### src/mpq_pkg.sv
// ----------------------------------------------------------------------------
// mpq_pkg
// Shared types and codes for the min priority queue: beat structs, status
// and operation codes, and the control and result groups of the scan unit.
// ----------------------------------------------------------------------------
package mpq_pkg;

    localparam int PRIO_W   = 8;
    localparam int DATA_W   = 32;
    localparam int STATUS_W = 2;

    // operation codes
    localparam logic FUNC_ENQ = 1'b0;
    localparam logic FUNC_DEQ = 1'b1;

    // status codes
    localparam logic [STATUS_W-1:0] ST_OK        = 2'd0;
    localparam logic [STATUS_W-1:0] ST_OVERFLOW  = 2'd1;
    localparam logic [STATUS_W-1:0] ST_UNDERFLOW = 2'd2;

    // input beat
    typedef struct packed {
        logic                     func;
        logic [PRIO_W-1:0]        priority_req;
        logic signed [DATA_W-1:0] payload;
    } t_in;

    // result beat
    typedef struct packed {
        logic [STATUS_W-1:0]      status;
        logic [PRIO_W-1:0]        out_priority;
        logic signed [DATA_W-1:0] out_payload;
    } t_out;

    // sequencer to scan unit
    typedef struct packed {
        logic clear;
        logic cand_vld;
    } t_scan_ctl;

    // best entry seen so far
    typedef struct packed {
        logic              found;
        logic [PRIO_W-1:0] prio;
        logic [DATA_W-1:0] data;
    } t_best;

endpackage

### src/mpq_ram.sv
// ----------------------------------------------------------------------------
// mpq_ram
// Generic simple dual port RAM: one write port, one read port with a
// registered read.
// ----------------------------------------------------------------------------
module mpq_ram #(
    parameter int WIDTH = 8,
    parameter int DEPTH = 8
) (
    input  logic                     i_clk,
    input  logic                     i_we,
    input  logic [$clog2(DEPTH)-1:0] i_waddr,
    input  logic [WIDTH-1:0]         i_wdata,
    input  logic [$clog2(DEPTH)-1:0] i_raddr,
    output logic [WIDTH-1:0]         o_rdata
);

    logic [WIDTH-1:0] r_mem [DEPTH];
    logic [WIDTH-1:0] r_rdata;

    // write port and registered read
    always_ff @(posedge i_clk) begin
        if (i_we) begin
            r_mem[i_waddr] <= i_wdata;
        end
        r_rdata <= r_mem[i_raddr];
    end

    assign o_rdata = r_rdata;

endmodule

### src/mpq_min_unit.sv
// ----------------------------------------------------------------------------
// mpq_min_unit
// Shared compare unit: takes one candidate entry per cycle and keeps the
// one with the smallest priority, the earliest candidate winning ties.
// ----------------------------------------------------------------------------
module mpq_min_unit #(
    parameter int IDX_W = 3
) (
    input  logic                      i_clk,
    input  logic                      i_rst_n,
    input  mpq_pkg::t_scan_ctl        i_ctl,
    input  logic [mpq_pkg::PRIO_W-1:0] i_cand_prio,
    input  logic [mpq_pkg::DATA_W-1:0] i_cand_data,
    input  logic [IDX_W-1:0]          i_cand_idx,
    output mpq_pkg::t_best            o_best,
    output logic [IDX_W-1:0]          o_best_idx
);
    import mpq_pkg::*;

    logic              r_found;
    logic [PRIO_W-1:0] r_prio;
    logic [DATA_W-1:0] r_data;
    logic [IDX_W-1:0]  r_idx;
    logic              take;

    // strict less-than keeps the lower slot on a tie
    assign take = i_ctl.cand_vld && (!r_found || (i_cand_prio < r_prio));

    // found flag
    always_ff @(posedge i_clk) begin
        if (!i_rst_n || i_ctl.clear) begin
            r_found <= 1'b0;
        end else if (take) begin
            r_found <= 1'b1;
        end
    end

    // best entry payload
    always_ff @(posedge i_clk) begin
        if (take) begin
            r_prio <= i_cand_prio;
            r_data <= i_cand_data;
            r_idx  <= i_cand_idx;
        end
    end

    assign o_best.found = r_found;
    assign o_best.prio  = r_prio;
    assign o_best.data  = r_data;
    assign o_best_idx   = r_idx;

endmodule

### src/min_priority_queue.sv
// sequence: enqueue scans upward from slot 0 to the lowest free slot;
// overflow and underflow go straight to the done state; dequeue scans
// every slot. One item is in flight at a time: a new beat is taken only
// once the last result beat is loaded, and the slot scan through the
// priority RAM read port and the shared compare unit sets the pace.
// reset: synchronous active-low reset empties the queue (valid bits and
// count cleared); the entry RAMs are not cleared and need no clearing pass.
// ----------------------------------------------------------------------------
// min_priority_queue
// Small (priority, payload) queue: enqueue fills the lowest free slot,
// dequeue removes the smallest priority found by a sequential slot scan.
// ----------------------------------------------------------------------------
module min_priority_queue #(
    parameter int DEPTH = 8
) (
    input  logic           i_clk,
    input  logic           i_rst_n,
    input  logic           i_in_valid,
    output logic           o_in_ready,
    input  mpq_pkg::t_in   i_in,
    output logic           o_out_valid,
    input  logic           i_out_ready,
    output mpq_pkg::t_out  o_out
);
    import mpq_pkg::*;

    localparam int IDX_W = $clog2(DEPTH);
    localparam int CNT_W = $clog2(DEPTH + 1);
    localparam logic [IDX_W-1:0] LAST_IDX = IDX_W'(DEPTH - 1);
    localparam logic [CNT_W-1:0] FULL_CNT = CNT_W'(DEPTH);

    // sequencer states
    localparam logic [2:0] S_IDLE     = 3'd0;
    localparam logic [2:0] S_ENQ_SCAN = 3'd1;
    localparam logic [2:0] S_DEQ_SCAN = 3'd2;
    localparam logic [2:0] S_DEQ_FIN  = 3'd3;
    localparam logic [2:0] S_DONE     = 3'd4;

    logic [2:0]        r_state, n_state;
    logic [IDX_W-1:0]  r_idx, n_idx;
    logic              r_issuing, n_issuing;
    logic              r_cmp_vld, n_cmp_vld;
    logic              r_cmp_live, n_cmp_live;
    logic              r_cmp_last, n_cmp_last;
    logic [IDX_W-1:0]  r_cmp_idx, n_cmp_idx;
    logic [DEPTH-1:0]  r_valid, n_valid;
    logic [CNT_W-1:0]  r_count, n_count;
    logic [PRIO_W-1:0] r_prio, n_prio;
    logic [DATA_W-1:0] r_data, n_data;
    t_out              r_res, n_res;
    logic              r_out_valid, n_out_valid;
    t_out              r_out, n_out;

    logic              ram_we;
    logic [PRIO_W-1:0] prio_rdata;
    logic [DATA_W-1:0] data_rdata;
    t_scan_ctl         scan_ctl;
    t_best             best;
    logic [IDX_W-1:0]  best_idx;
    logic              in_beat;
    logic              out_free;

    assign in_beat  = i_in_valid && o_in_ready;
    assign out_free = !r_out_valid || i_out_ready;

    // entry write happens at the first free slot of the enqueue scan
    assign ram_we = (r_state == S_ENQ_SCAN) && !r_valid[r_idx];

    // entry stores
    mpq_ram #(
        .WIDTH (PRIO_W),
        .DEPTH (DEPTH)
    ) u_prio_ram (
        .i_clk   (i_clk),
        .i_we    (ram_we),
        .i_waddr (r_idx),
        .i_wdata (r_prio),
        .i_raddr (r_idx),
        .o_rdata (prio_rdata)
    );

    mpq_ram #(
        .WIDTH (DATA_W),
        .DEPTH (DEPTH)
    ) u_data_ram (
        .i_clk   (i_clk),
        .i_we    (ram_we),
        .i_waddr (r_idx),
        .i_wdata (r_data),
        .i_raddr (r_idx),
        .o_rdata (data_rdata)
    );

    // shared compare unit sees one read-back slot per cycle
    assign scan_ctl.clear    = in_beat;
    assign scan_ctl.cand_vld = r_cmp_vld && r_cmp_live;

    mpq_min_unit #(
        .IDX_W (IDX_W)
    ) u_min_unit (
        .i_clk       (i_clk),
        .i_rst_n     (i_rst_n),
        .i_ctl       (scan_ctl),
        .i_cand_prio (prio_rdata),
        .i_cand_data (data_rdata),
        .i_cand_idx  (r_cmp_idx),
        .o_best      (best),
        .o_best_idx  (best_idx)
    );

    // sequencer
    always_comb begin
        n_state     = r_state;
        n_idx       = r_idx;
        n_issuing   = r_issuing;
        n_cmp_vld   = 1'b0;
        n_cmp_live  = r_cmp_live;
        n_cmp_last  = r_cmp_last;
        n_cmp_idx   = r_cmp_idx;
        n_valid     = r_valid;
        n_count     = r_count;
        n_prio      = r_prio;
        n_data      = r_data;
        n_res       = r_res;
        n_out_valid = r_out_valid;
        n_out       = r_out;

        // output register drains independently
        if (r_out_valid && i_out_ready) begin
            n_out_valid = 1'b0;
        end

        unique case (r_state)
            S_IDLE: begin
                if (in_beat) begin
                    n_prio = i_in.priority_req;
                    n_data = i_in.payload;
                    n_idx  = '0;
                    if (i_in.func == FUNC_ENQ) begin
                        if (r_count == FULL_CNT) begin
                            n_res   = '{ST_OVERFLOW, '0, '0};
                            n_state = S_DONE;
                        end else begin
                            n_state = S_ENQ_SCAN;
                        end
                    end else begin
                        if (r_count == '0) begin
                            n_res   = '{ST_UNDERFLOW, '0, '0};
                            n_state = S_DONE;
                        end else begin
                            n_issuing = 1'b1;
                            n_state   = S_DEQ_SCAN;
                        end
                    end
                end
            end
            S_ENQ_SCAN: begin
                if (!r_valid[r_idx]) begin
                    n_valid[r_idx] = 1'b1;
                    n_count        = r_count + 1'b1;
                    n_res          = '{ST_OK, '0, '0};
                    n_state        = S_DONE;
                end else begin
                    n_idx = r_idx + 1'b1;
                end
            end
            S_DEQ_SCAN: begin
                // issue side: one slot read per cycle
                if (r_issuing) begin
                    n_cmp_vld  = 1'b1;
                    n_cmp_live = r_valid[r_idx];
                    n_cmp_idx  = r_idx;
                    n_cmp_last = (r_idx == LAST_IDX);
                    if (r_idx == LAST_IDX) begin
                        n_issuing = 1'b0;
                    end else begin
                        n_idx = r_idx + 1'b1;
                    end
                end
                // compare side: last slot is being taken in this cycle
                if (r_cmp_vld && r_cmp_last) begin
                    n_state = S_DEQ_FIN;
                end
            end
            S_DEQ_FIN: begin
                n_valid[best_idx] = 1'b0;
                n_count           = r_count - 1'b1;
                n_res             = '{ST_OK, best.prio, best.data};
                n_state           = S_DONE;
            end
            S_DONE: begin
                if (out_free) begin
                    n_out_valid = 1'b1;
                    n_out       = r_res;
                    n_state     = S_IDLE;
                end
            end
            default: begin
                n_state = S_IDLE;
            end
        endcase
    end

    // control registers
    always_ff @(posedge i_clk) begin
        if (!i_rst_n) begin
            r_state     <= S_IDLE;
            r_issuing   <= 1'b0;
            r_cmp_vld   <= 1'b0;
            r_valid     <= '0;
            r_count     <= '0;
            r_out_valid <= 1'b0;
        end else begin
            r_state     <= n_state;
            r_issuing   <= n_issuing;
            r_cmp_vld   <= n_cmp_vld;
            r_valid     <= n_valid;
            r_count     <= n_count;
            r_out_valid <= n_out_valid;
        end
    end

    // datapath registers
    always_ff @(posedge i_clk) begin
        r_idx      <= n_idx;
        r_cmp_live <= n_cmp_live;
        r_cmp_last <= n_cmp_last;
        r_cmp_idx  <= n_cmp_idx;
        r_prio     <= n_prio;
        r_data     <= n_data;
        r_res      <= n_res;
        r_out      <= n_out;
    end

    assign o_in_ready  = (r_state == S_IDLE);
    assign o_out_valid = r_out_valid;
    assign o_out       = r_out;

    // count tracks the live slots
    a_count_matches: assert property (@(posedge i_clk) disable iff (!i_rst_n)
        r_count == CNT_W'($countones(r_valid)))
        else $error("entry count differs from live slot count");

    // count never passes the depth
    a_count_bound: assert property (@(posedge i_clk) disable iff (!i_rst_n)
        r_count <= FULL_CNT)
        else $error("entry count above depth");

    // enqueue scan only runs while a free slot exists
    a_enq_has_free: assert property (@(posedge i_clk) disable iff (!i_rst_n)
        (r_state == S_ENQ_SCAN) |-> !(&r_valid))
        else $error("enqueue scan with no free slot");

    // a finished dequeue scan has found a live entry
    a_deq_found: assert property (@(posedge i_clk) disable iff (!i_rst_n)
        (r_state == S_DEQ_FIN) |-> (best.found && r_valid[best_idx]))
        else $error("dequeue scan ended without a live entry");

    // a result beat is loaded only from the done state
    a_out_from_done: assert property (@(posedge i_clk) disable iff (!i_rst_n)
        $rose(r_out_valid) |-> ($past(r_state) == S_DONE))
        else $error("result beat raised outside done state");

endmodule

### config.mk
export PLATFORM = sky130hd
export DESIGN_NAME = min_priority_queue
export DESIGN_NICKNAME = d
export VERILOG_FILES = /design/src/mpq_pkg.sv /design/src/mpq_ram.sv /design/src/mpq_min_unit.sv /design/src/min_priority_queue.sv
export SDC_FILE = /design/constraint.sdc
export NUM_CORES = 1
export LEC_CHECK = 0
export BUFFER_PORTS_ARGS = -buffer_cell sky130_fd_sc_hd__buf_4
export CAP_MARGIN = 5
export CORE_UTILIZATION = 31
export CTS_CLUSTER_DIAMETER = 50
export DETAILED_ROUTE_END_ITERATION = 7
export GPL_TIMING_DRIVEN = 0
export SETUP_SLACK_MARGIN = 0.3
export SLEW_MARGIN = 0
export SYNTH_ARGS = -nofsm -noshare
export SYNTH_HDL_FRONTEND = slang
export SYNTH_SLANG_ARGS = --single-unit
### constraint.sdc
create_clock -name i_clk -period 4.5 [get_ports i_clk]
set_input_delay 0.225 -clock i_clk [delete_from_list [all_inputs] [get_ports i_clk]]
set_output_delay 0.225 -clock i_clk [all_outputs]
set_load 0.1 [all_outputs]
# --- Yosys cells after proc, flatten, opt, wreduce, memory -nomap -nowiden ---
# Memories as Yosys holds them, arrays and structs flattened. A register that Yosys moved wholly into a read port is not among the register bits.
# Cells that the tools add are included.
word_totals:
  inputBits: 45
  memories: 2
  ramBits: 320
  register_bits: 194
  output_inout_bits: 44
op_classes:
  bitwise: 3
  order_cmp: 5
  n_mux: 41
  n_addsub: 3
  n_eq_ne: 17
  reduce_logical: 30
mem_list:
  columns: ["memory", "words", "width", "read_ports", "rd_ports_with_merged_regs", "wr", "line_no", "text"]
  rows:
  - ["u_data_ram.r_mem", 8, 32, 1, 1, 1, "mpq_ram.sv:18", "logic [WIDTH-1:0] r_mem [DEPTH];"]
  - ["u_prio_ram.r_mem", 8, 8, 1, 1, 1, "mpq_ram.sv:18", null]
op_table:
  columns: ["cell", "count"]
  rows:
  - ["$mux 42", 5]
  - ["$pmux 42 s3", 1]
  - ["$mux 3", 11]
  - ["$pmux 8 s2", 1]
  - ["$pmux 3 s5", 1]
  - ["$mux 1", 14]
  - ["$ne 2x2->1 const B", 6]
  - ["$reduce_and 2->1", 5]
  - ["$reduce_and 5->1", 2]
  - ["$pmux 3 s3", 1]
  - ["$and 8x8->8", 1]
  - ["$logic_and 1x1->1", 8]
  - ["$lt 3x4->1 const B", 2]
  - ["$lt 8x8->1", 1]
  - ["$mux 8", 1]
  - ["$not 8->8", 1]
  - ["$or 8x8->8", 1]
  - ["$pmux 4 s2", 1]
  - ["$reduce_and 4->1", 2]
  - ["$demux 1 s3", 2]
  - ["$eq 3x2->1 const B", 2]
  - ["$eq 3x3->1 const B", 2]
  - ["$ge 3x1->1 const B", 2]
  - ["$ne 2x1->1 const B", 3]
  - ["other kinds (16)", 23]

# --- Depth between registers and ports, before layout ---
# Gate-level depths: netlist of the first run.
depth:
  word_depth: 7
  ltp_mapped: 9
  depth_no_buf: 8

# --- Hierarchy ---
# From an unflattened synthesis of the first run, not the netlist that was laid out.
hier_totals:
  cells_unflattened: 923
  hier_area_um2: 20070.5
by_module_without_submodules:
  columns: ["mod", "cells_per_inst", "seq_area_each_um2", "area_each_um2", "n_inst"]
  rows:
  - ["mpq_ram at u_data_ram", 415, 8328.0, 10466.3, 1]
  - ["min_priority_queue", 321, 4324.1, 5391.4, 1]
  - ["mpq_ram at u_prio_ram", 114, 2082.0, 2691.3, 1]
  - ["mpq_min_unit", 73, 1311.3, 1521.5, 1]

# --- Worst setup path before layout of the first run ---
# OpenSTA, ideal clock, no wires.
synth_path:
  kind: "reg2reg"
  from: "register r_state[0]"
  to: "register r_res[0] in the netlist's numbering, enable pin"
  required_ns: 4.097
  setup_ns: 0.403
  arrival_time_ns: 5.068
  path_stages_with_launch: 5
  slack_ns: -0.971
  path_buffers: 1
  synth_period_minus_slack_ns: 5.471
  path_cell_list: "dfxtp_1 > clkbuf_1 > nor3_1 > and2_1 > a22o_1"
synth_via:
  elab_chain_cells: 4
synth_rtl:
  columns: ["item", "line_no", "text"]
  rows:
  - ["start, declared", "min_priority_queue.sv:39", "logic [2:0] r_state, n_state;"]
  - ["start signal, assigned", "min_priority_queue.sv:214", "r_state <= n_state;"]
  - ["$logic_not 3->1 *", "min_priority_queue.sv:235", "assign o_in_ready = (r_state == S_IDLE);"]
  - ["named net o_in_ready", "min_priority_queue.sv:19", "output logic o_in_ready,"]
  - ["$logic_and 1x1->1", "min_priority_queue.sv:63", "assign in_beat = i_in_valid && o_in_ready;"]
  - ["$ne 2x1->1 (no line)", null, null]
  - ["$reduce_and 5->1 (no line) *", null, null]
  - ["end signal, assigned", "min_priority_queue.sv:231", "r_res <= n_res;"]
  - ["end, declared", "min_priority_queue.sv:50", "t_out r_res, n_res;"]
# The timed path passes the listed nets; every way through them passes the cells marked *.
# A chain may end at the register's enable or synchronous reset.

# --- Worst setup path in the final report of the first run ---
layout_path:
  from: "register r_idx[0]"
  to: "memory u_data_ram.r_mem[5][9] in the netlist's numbering, enable pin"
layout_via:
  elab_chain_cells: 6
layout_rtl:
  columns: ["item", "line_no", "text"]
  rows:
  - ["start, declared", "min_priority_queue.sv:40", "logic [IDX_W-1:0] r_idx, n_idx;"]
  - ["start signal, assigned", "min_priority_queue.sv:225", "r_idx <= n_idx;"]
  - ["$bmux 1 s3", "min_priority_queue.sv:67", "assign ram_we = (r_state == S_ENQ_SCAN) && !r_valid[r_idx];"]
  - ["$mux 1 (implied by the code)", "min_priority_queue.sv:67", null]
  - ["$logic_not 1->1", null, null]
  - ["$logic_and 1x1->1", "min_priority_queue.sv:67", null]
  - ["$mux 1", "mpq_ram.sv:23", "if (i_we) begin"]
  - ["$mux 1 (implied by the code)", "mpq_ram.sv:24", "r_mem[i_waddr] <= i_wdata;"]
  - ["end, declared", "mpq_ram.sv:18", null]
# Several ways; a longest one is shown, not always the timed one. The select of a mux whose other input is x is not followed.

==> impl_metrics.csv, run 1 <==
group,metric,value,unit
place,placed_cell_area,22300,um^2
drt,final_antenna_net_count,0,
synth,syn_area,20000,um^2
worst_setup_path,crit_path_start_kind,"flip-flop",
clocking,htreeDepth,2,
power,ir_drop,0.268,mV
drt,viasPerCell,4.84,
synth,synthTopCellsByArea,"edfxtp_1 (74%), dfxtp_1 (5.9%), a221oi_1 (2.0%)",
final_layout,fin_nets,1367,
drt,vias,10700,
clocking,cts_setup_buffers,0,
final_layout,syn_to_final_growth,23.0,%
sta,finClkSkew,0.0157,ns
outcome,status,"complete, no violations",
sta,worst_pin_slew,1.02,ns
sta,rsz0062_at_grt,"false",
clocking,cts.sinks,554,
synth,yosysTopAreaCell,"edfxtp_1",
final_layout,layout_common_cells,"edfxtp_1 (495), buf_4 (96), dfxtp_1 (59)",
floorplan,ioPinCount,89,
sta,setup-violations-final,0,
sta,timing.hold.ws,0.0573,ns
final_layout,fin_util,38.7,%
synth,ys_seq_elements,554,
clocking,cts-root-buf,"clkbuf_16",
synth,async_flop_share,0,%
drt,avgRoutedWirePerCell,20.7,um
sta,fin_crit,3.11,ns
drt,drt_iter0_drc,1056,
worst_setup_path,arrival,3.41,ns
power,power.leakage,8.24,nW
clocking,clock_latency,0.60,ns
global_routing,grt.total_usage,13.8,%
global_routing,grt_max_degree,36,
final_layout,drive_above_1_share,23.9,%
global_routing,antenna_found_initial,4,
synth,synth_ff_type,"edfxtp_1",
place,place_inst,2055,
worst_setup_path,required,4.80,ns
drt,drt_first_pass_iters,7,
final_layout,layout.cells.non_filler,2201,
clocking,clk_pin_slew,0.07,ns
clocking,cts_tree,"done",
worst_setup_path,crit_type,"reg -> reg",
clocking,ctsResizeCount,0,
synth,postSynthAreaPerCell,18.5,um^2
synth,yosysUniqueCellTypes,72,
drt,wl,45500,um
drt,drc,0,
worst_setup_path,crit_start,"r_idx[0]$_SDFFCE_PN0P_",
worst_setup_path,r2r_start,"r_idx[0]$_SDFFCE_PN0P_",
global_routing,grt_pass1_vias,10500,
min_path,hp-class,"in -> reg",
synth,synth_top_area_share,74.4,%
final_layout,fin_area,24600,um^2
place,gp_congestion,0.805,
final_layout,final_common_cell,"edfxtp_1",
clocking,cts_buffers,56,
worst_setup_path,cp_max_fo,10,
sta,timing.slew.headroom,31.4,%
worst_setup_path,worstSetupEndpointType,"flip-flop",
floorplan,fp-row-count,92,
synth,synth_edf_count,495,
place,dp_hpwl,31100,um
clocking,clock_path_buffers,3,
floorplan,initial_core_util,31.5,%
synth,synth_cells,1079,
sta,fmax,322,MHz
sta,fin_crit_sh,69.1,%
floorplan,dieArea,65500,um^2
synth,yosysSeqAreaShare,80.3,%
global_routing,grt_pass1_wl,68200,um
min_path,hp-start,"i_rst_n",
clocking,ctsHoldBuffers,43,
synth,syn-num-nets,1136,
sta,maxSlewViolCount,0,
run,cap_violations,0,
final_layout,n_antenna_cell,0,
floorplan,core,63400,um^2
global_routing,overflow,0,
power,power_density,529,nW/um^2
sta,timing_hold_violations_final,0,
floorplan,die_h,256,um
floorplan,die_w,256,um
synth,ys_warn_count,0,
place,port_buffers,88,
synth_stat cells (all sizes together), types with 19 or more instances:
library cell  count
clkbuf           19
dfxtp            59
buf              36
o21ai            27
a22oi            30
nand2            25
edfxtp          495
and2             41
mux2i            25
nor2             44
mux2             35
a221oi           46
kinds of logic (layout without fill, tap and decap cells):
family                     after synthesis  after routing  share of synthesized area (%)
xor gates and xnor gates                 3              3                          0.132
buffers and inverters                   70            346                           1.87
AOI/OAI and AO/OA                      201            201                           7.75
adders and majority gates               12             12                          0.789
muxes                                   72             72                           4.61
DFF                                    554            554                           80.3
and+or+nand+nor                        167            167                           4.56
final timing paths:
| kind | end | slack (ns) | cells after the start |
|---|---|---|---|
| max | u_data_ram.r_mem[5][9]$_DFFE_PP_ | 1.39 | 8 |
| min | r_count[2]$_SDFFE_PN0P_ | 0.06 | 4 |
| max reg2reg | u_data_ram.r_mem[5][9]$_DFFE_PP_ | 1.39 | 8 |
| min reg2reg | u_min_unit.r_data[31]$_DFFE_PP_ | 0.40 | 0 |
power by group:
| part | switching [mW] | internal [mW] |
|---|---|---|
| logic | 1.38 | 0.636 |
| clock network | 1.92 | 2.64 |
| registers | 0.227 | 6.19 |
| total | 3.53 | 9.46 |
cell type report:
type / instances / area, um^2
clock buffers: 80 / 1580
plain buffers: 55 / 317
repair buffers: 173 / 1640
well taps: 846 / 1060
flip-flops and latches: 554 / 16000
clock inverters: 23 / 238
fillers: 5703 / 38900
multi-input cells: 455 / 3630
inverters: 15 / 56.3
layer usage:
| metal | wire length [um] | vias up | part of all wire [%] | GRT usage (%) |
|---|---|---|---|---|
| met4 | 1190 | 0 | 2.6 | 5.19 |
| li1 | - | 4813 | - | - |
| met2 | 21800 | 417 | 48 | 22.5 |
| met5 | 0 | - | 0 | 0 |
| met1 | 19400 | 5339 | 43 | 18.6 |
| met3 | 3080 | 84 | 6.8 | 2.28 |
worst max-delay path, stage by stage (launching register included):
cell	delay [ns]
edfxtp_1	0.51
buf_6	0.22
mux2i_2	0.30
o22a_4	0.26
nand3_4	0.09
buf_6	0.19
nor3_2	0.78
buf_6	0.27
buf_8	0.16
sequential cells by signal, indices dropped and copies added, names as in the netlist, 3 cells and up:
name	cells
o_out	42
r_cmp_idx	3
r_count	4
r_data	32
r_idx	3
r_prio	8
r_res	42
r_state	3
r_valid	8
u_data_ram.o_rdata	32
u_data_ram.r_mem	256
u_min_unit.o_best_idx	3
u_min_unit.r_data	32
u_min_unit.r_prio	8
u_prio_ram.o_rdata	8
u_prio_ram.r_mem	64
through the flow:
stage / TNS, ns / setup slack [ns] / total power [mW]
after floorplan: -4.50 / -0.0188 / 7.71
after global placement: -926.61 / -3.25 / 8.44
after detailed placement: 0 / 1.37 / 8.52
after CTS: 0 / 1.33 / 13.1
after global routing: 0 / 1.27 / 13.5
final: 0 / 1.39 / 13.0
No activity file was read; power rests on OpenSTA's default activity.
==> run 2, diff against run 1 <==
==> constraint.sdc (replaced) <==
create_clock -name i_clk -period 3.2 [get_ports i_clk]
set_input_delay 0.16 -clock i_clk [delete_from_list [all_inputs] [get_ports i_clk]]
set_output_delay 0.16 -clock i_clk [all_outputs]
set_load 0.1 [all_outputs]
==> run 2 against run 1 <==
Global-route usage grew 0.097 points. Sequential power grew 41%. Register-to-register slack lost 1.0 ns. Critical endpoint is now u_data_ram.r_mem[0][10]$_DFFE_PP_. Largest cell class unchanged.
==> impl_metrics.csv, run 2 (same netlist as run 1, synthesis figures left out) <==
group,metric,value,unit
final_layout,reg_top3,"u_data_ram.r_mem: 256 flops, u_prio_ram.r_mem: 64 flops",
power,power_density,727,nW/um^2
drt,met3_length,2590,um
final_layout,drive_above_1_share,23.3,%
place,place_inst,2038,
run,cap_violations,0,
worst_setup_path,reg2reg_slack,0.37,ns
floorplan,ioPinCount,89,
drt,drt_first_pass_iters,5,
global_routing,grt_pass1_vias,10600,
global_routing,antenna_found_initial,0,
final_layout,fin_nets,1363,
worst_setup_path,required,3.50,ns
sta,fin_crit,2.83,ns
worst_setup_path,cp-endpoint,"u_data_ram.r_mem[0][10]$_DFFE_PP_",
power,power,17.9,mW
global_routing,overflow,0,
power,power.leakage,8.25,nW
sta,finClkSkew,0.0121,ns
min_path,hp-class,"in -> reg",
sta,rsz0062_at_grt,"false",
clocking,clock_path_buffers,3,
drt,drc,0,
final_layout,layout_common_cells,"edfxtp_1 (495), buf_4 (104), dfxtp_1 (59)",
power,ir_drop,0.392,mV
floorplan,initial_core_util,31.5,%
sta,worst_pin_slew,0.959,ns
worst_setup_path,crit_type,"reg -> reg",
sta,timing_hold_violations_final,0,
sta,maxSlewViolCount,0,
sta,timing.slew.headroom,36.1,%
clocking,cts_tree,"done",
drt,drt_iter0_drc,1036,
worst_setup_path,cp_max_fo,11,
place,port_buffers,88,
final_layout,n_antenna_cell,0,
worst_setup_path,rr_worst_depth,8,
floorplan,die_h,256,um
drt,top_layer,"met4",
sta,fmax,353,MHz
worst_setup_path,arrival,3.14,ns
final_layout,syn_to_final_growth,23.4,%
worst_setup_path,r2r_end,"u_data_ram.r_mem[0][10]$_DFFE_PP_",
sta,setup-violations-final,0,
place,dp_hpwl,30600,um
worst_setup_path,crit_start,"r_idx[0]$_SDFFCE_PN0P_",
final_layout,largest_register,"u_data_ram.r_mem",
drt,wl,46000,um
final_layout,n_fill_cell,5702,
clocking,cts_buffers,55,
worst_setup_path,worstSetupEndpointType,"flip-flop",
clocking,htreeDepth,2,
floorplan,die_w,256,um
place,gp_congestion,0.784,
drt,met1_length,19300,um
clocking,clk_pin_slew,0.06,ns
worst_setup_path,r2r_start,"r_idx[0]$_SDFFCE_PN0P_",
drt,viasPerCell,4.84,
sta,fin_crit_sh,88.6,%
drt,final_antenna_net_count,0,
final_layout,layout.cells.non_filler,2194,
drt,avgRoutedWirePerCell,21.0,um
final_layout,largest_register_ffs,256,
drt,vias,10600,
global_routing,grt_max_degree,44,
final_layout,final_common_cell,"edfxtp_1",
floorplan,fp-row-count,92,
outcome,status,"complete, no violations",
clocking,cts.sinks,554,
clocking,clock_latency,0.60,ns
floorplan,core,63400,um^2
clocking,cts-root-buf,"clkbuf_16",
global_routing,grt.total_usage,13.9,%
floorplan,dieArea,65500,um^2
worst_setup_path,crit_path_start_kind,"flip-flop",
drt,wl_met2,22400,um
global_routing,grt_pass1_wl,68300,um
final_layout,fin_util,38.9,%
run 2: changes by cell type in the layout (fill, tap and decap cells not counted), moves of 3 or more:
cell / before / now
inv_6: 4 / 1
buf_4: 96 / 104
buf_6: 31 / 8
buf_16: 0 / 14
buf_8: 13 / 8
nor3_2: 6 / 0
clkinv_1: 4 / 11
clkbuf_1: 35 / 31
nor3_4: 3 / 9
clkbuf_8: 7 / 3
run 2: worst min-delay path by stage:
| stage | from | end | slack (ns) | cells after the start |
|---|---|---|---|---|
| 2_1_floorplan | i_in[0] | r_data[0]$_DFFE_PP_ | 0.26 | 0 |
| 3_3_place_gp | i_in[35] | r_prio[3]$_DFFE_PP_ | 0.34 | 1 |
| 3_5_place_dp | i_in[34] | r_prio[2]$_DFFE_PP_ | 0.34 | 1 |
| 4_1_cts | i_in[21] | r_data[21]$_DFFE_PP_ | 0.24 | 2 |
| 5_1_grt | i_in[6] | r_data[6]$_DFFE_PP_ | 0.27 | 2 |
| 6_report | i_in[0] | r_data[0]$_DFFE_PP_ | 0.27 | 2 |
run 2: metal layers:
layer | GRT usage (%) | vias to the layer above
li1 | - | 4798
met1 | 17.9 | 5366
met2 | 23.2 | 364
met3 | 2.25 | 88
met4 | 6.12 | 0
met5 | 0 | -
run 2: timing repair:
action                     in CTS  in global routing
hold endpoints to repair       48                  0
setup buffers                   6                  6
hold buffers                   45                  0
gates resized for setup         1                  3
setup endpoints to repair      74                 82
pin swaps                       3                  4
run 2: metrics by stage:
stage / area (um^2) / hold slack, ns / setup slack [ns] / setup TNS (ns)
6_report: 24700 / 0.271 / 0.365 / 0
5_1_grt: 24700 / 0.269 / 0.321 / 0
4_1_cts: 24600 / 0.245 / 0.339 / 0
3_5_place_dp: 22400 / 0.340 / 0.0783 / 0
3_3_place_gp: 21800 / 0.341 / -1.94 / -563.17
2_1_floorplan: 20100 / 0.259 / -0.0789 / -18.94
run 2: worst max-delay path: stages, from the launching register on:
cell      delay, ns
edfxtp_1       0.51
buf_6          0.25
mux2i_4        0.29
o22a_4         0.23
nand3_4        0.10
buf_6          0.21
nor4_4         0.47
buf_8          0.25
buf_6          0.20
run 2: where the power goes:
group	switching, mW	internal (mW)	leakage, nW
registers	0.321	8.70	5.02
clock network	2.65	3.41	0.830
logic	1.96	0.896	2.40
run 2: area by class of cell:
cell class | count | area [um^2] | area share (%)
flip-flops and latches | 554 | 16000 | 65.0
repair buffers | 170 | 1790 | 7.26
clock inverters | 26 | 179 | 0.725
clock buffers | 73 | 1520 | 6.15
inverters | 15 | 60.1 | 0.243
well taps | 846 | 1060 | 4.29
plain buffers | 55 | 318 | 1.29
multi-input cells | 455 | 3700 | 15.0
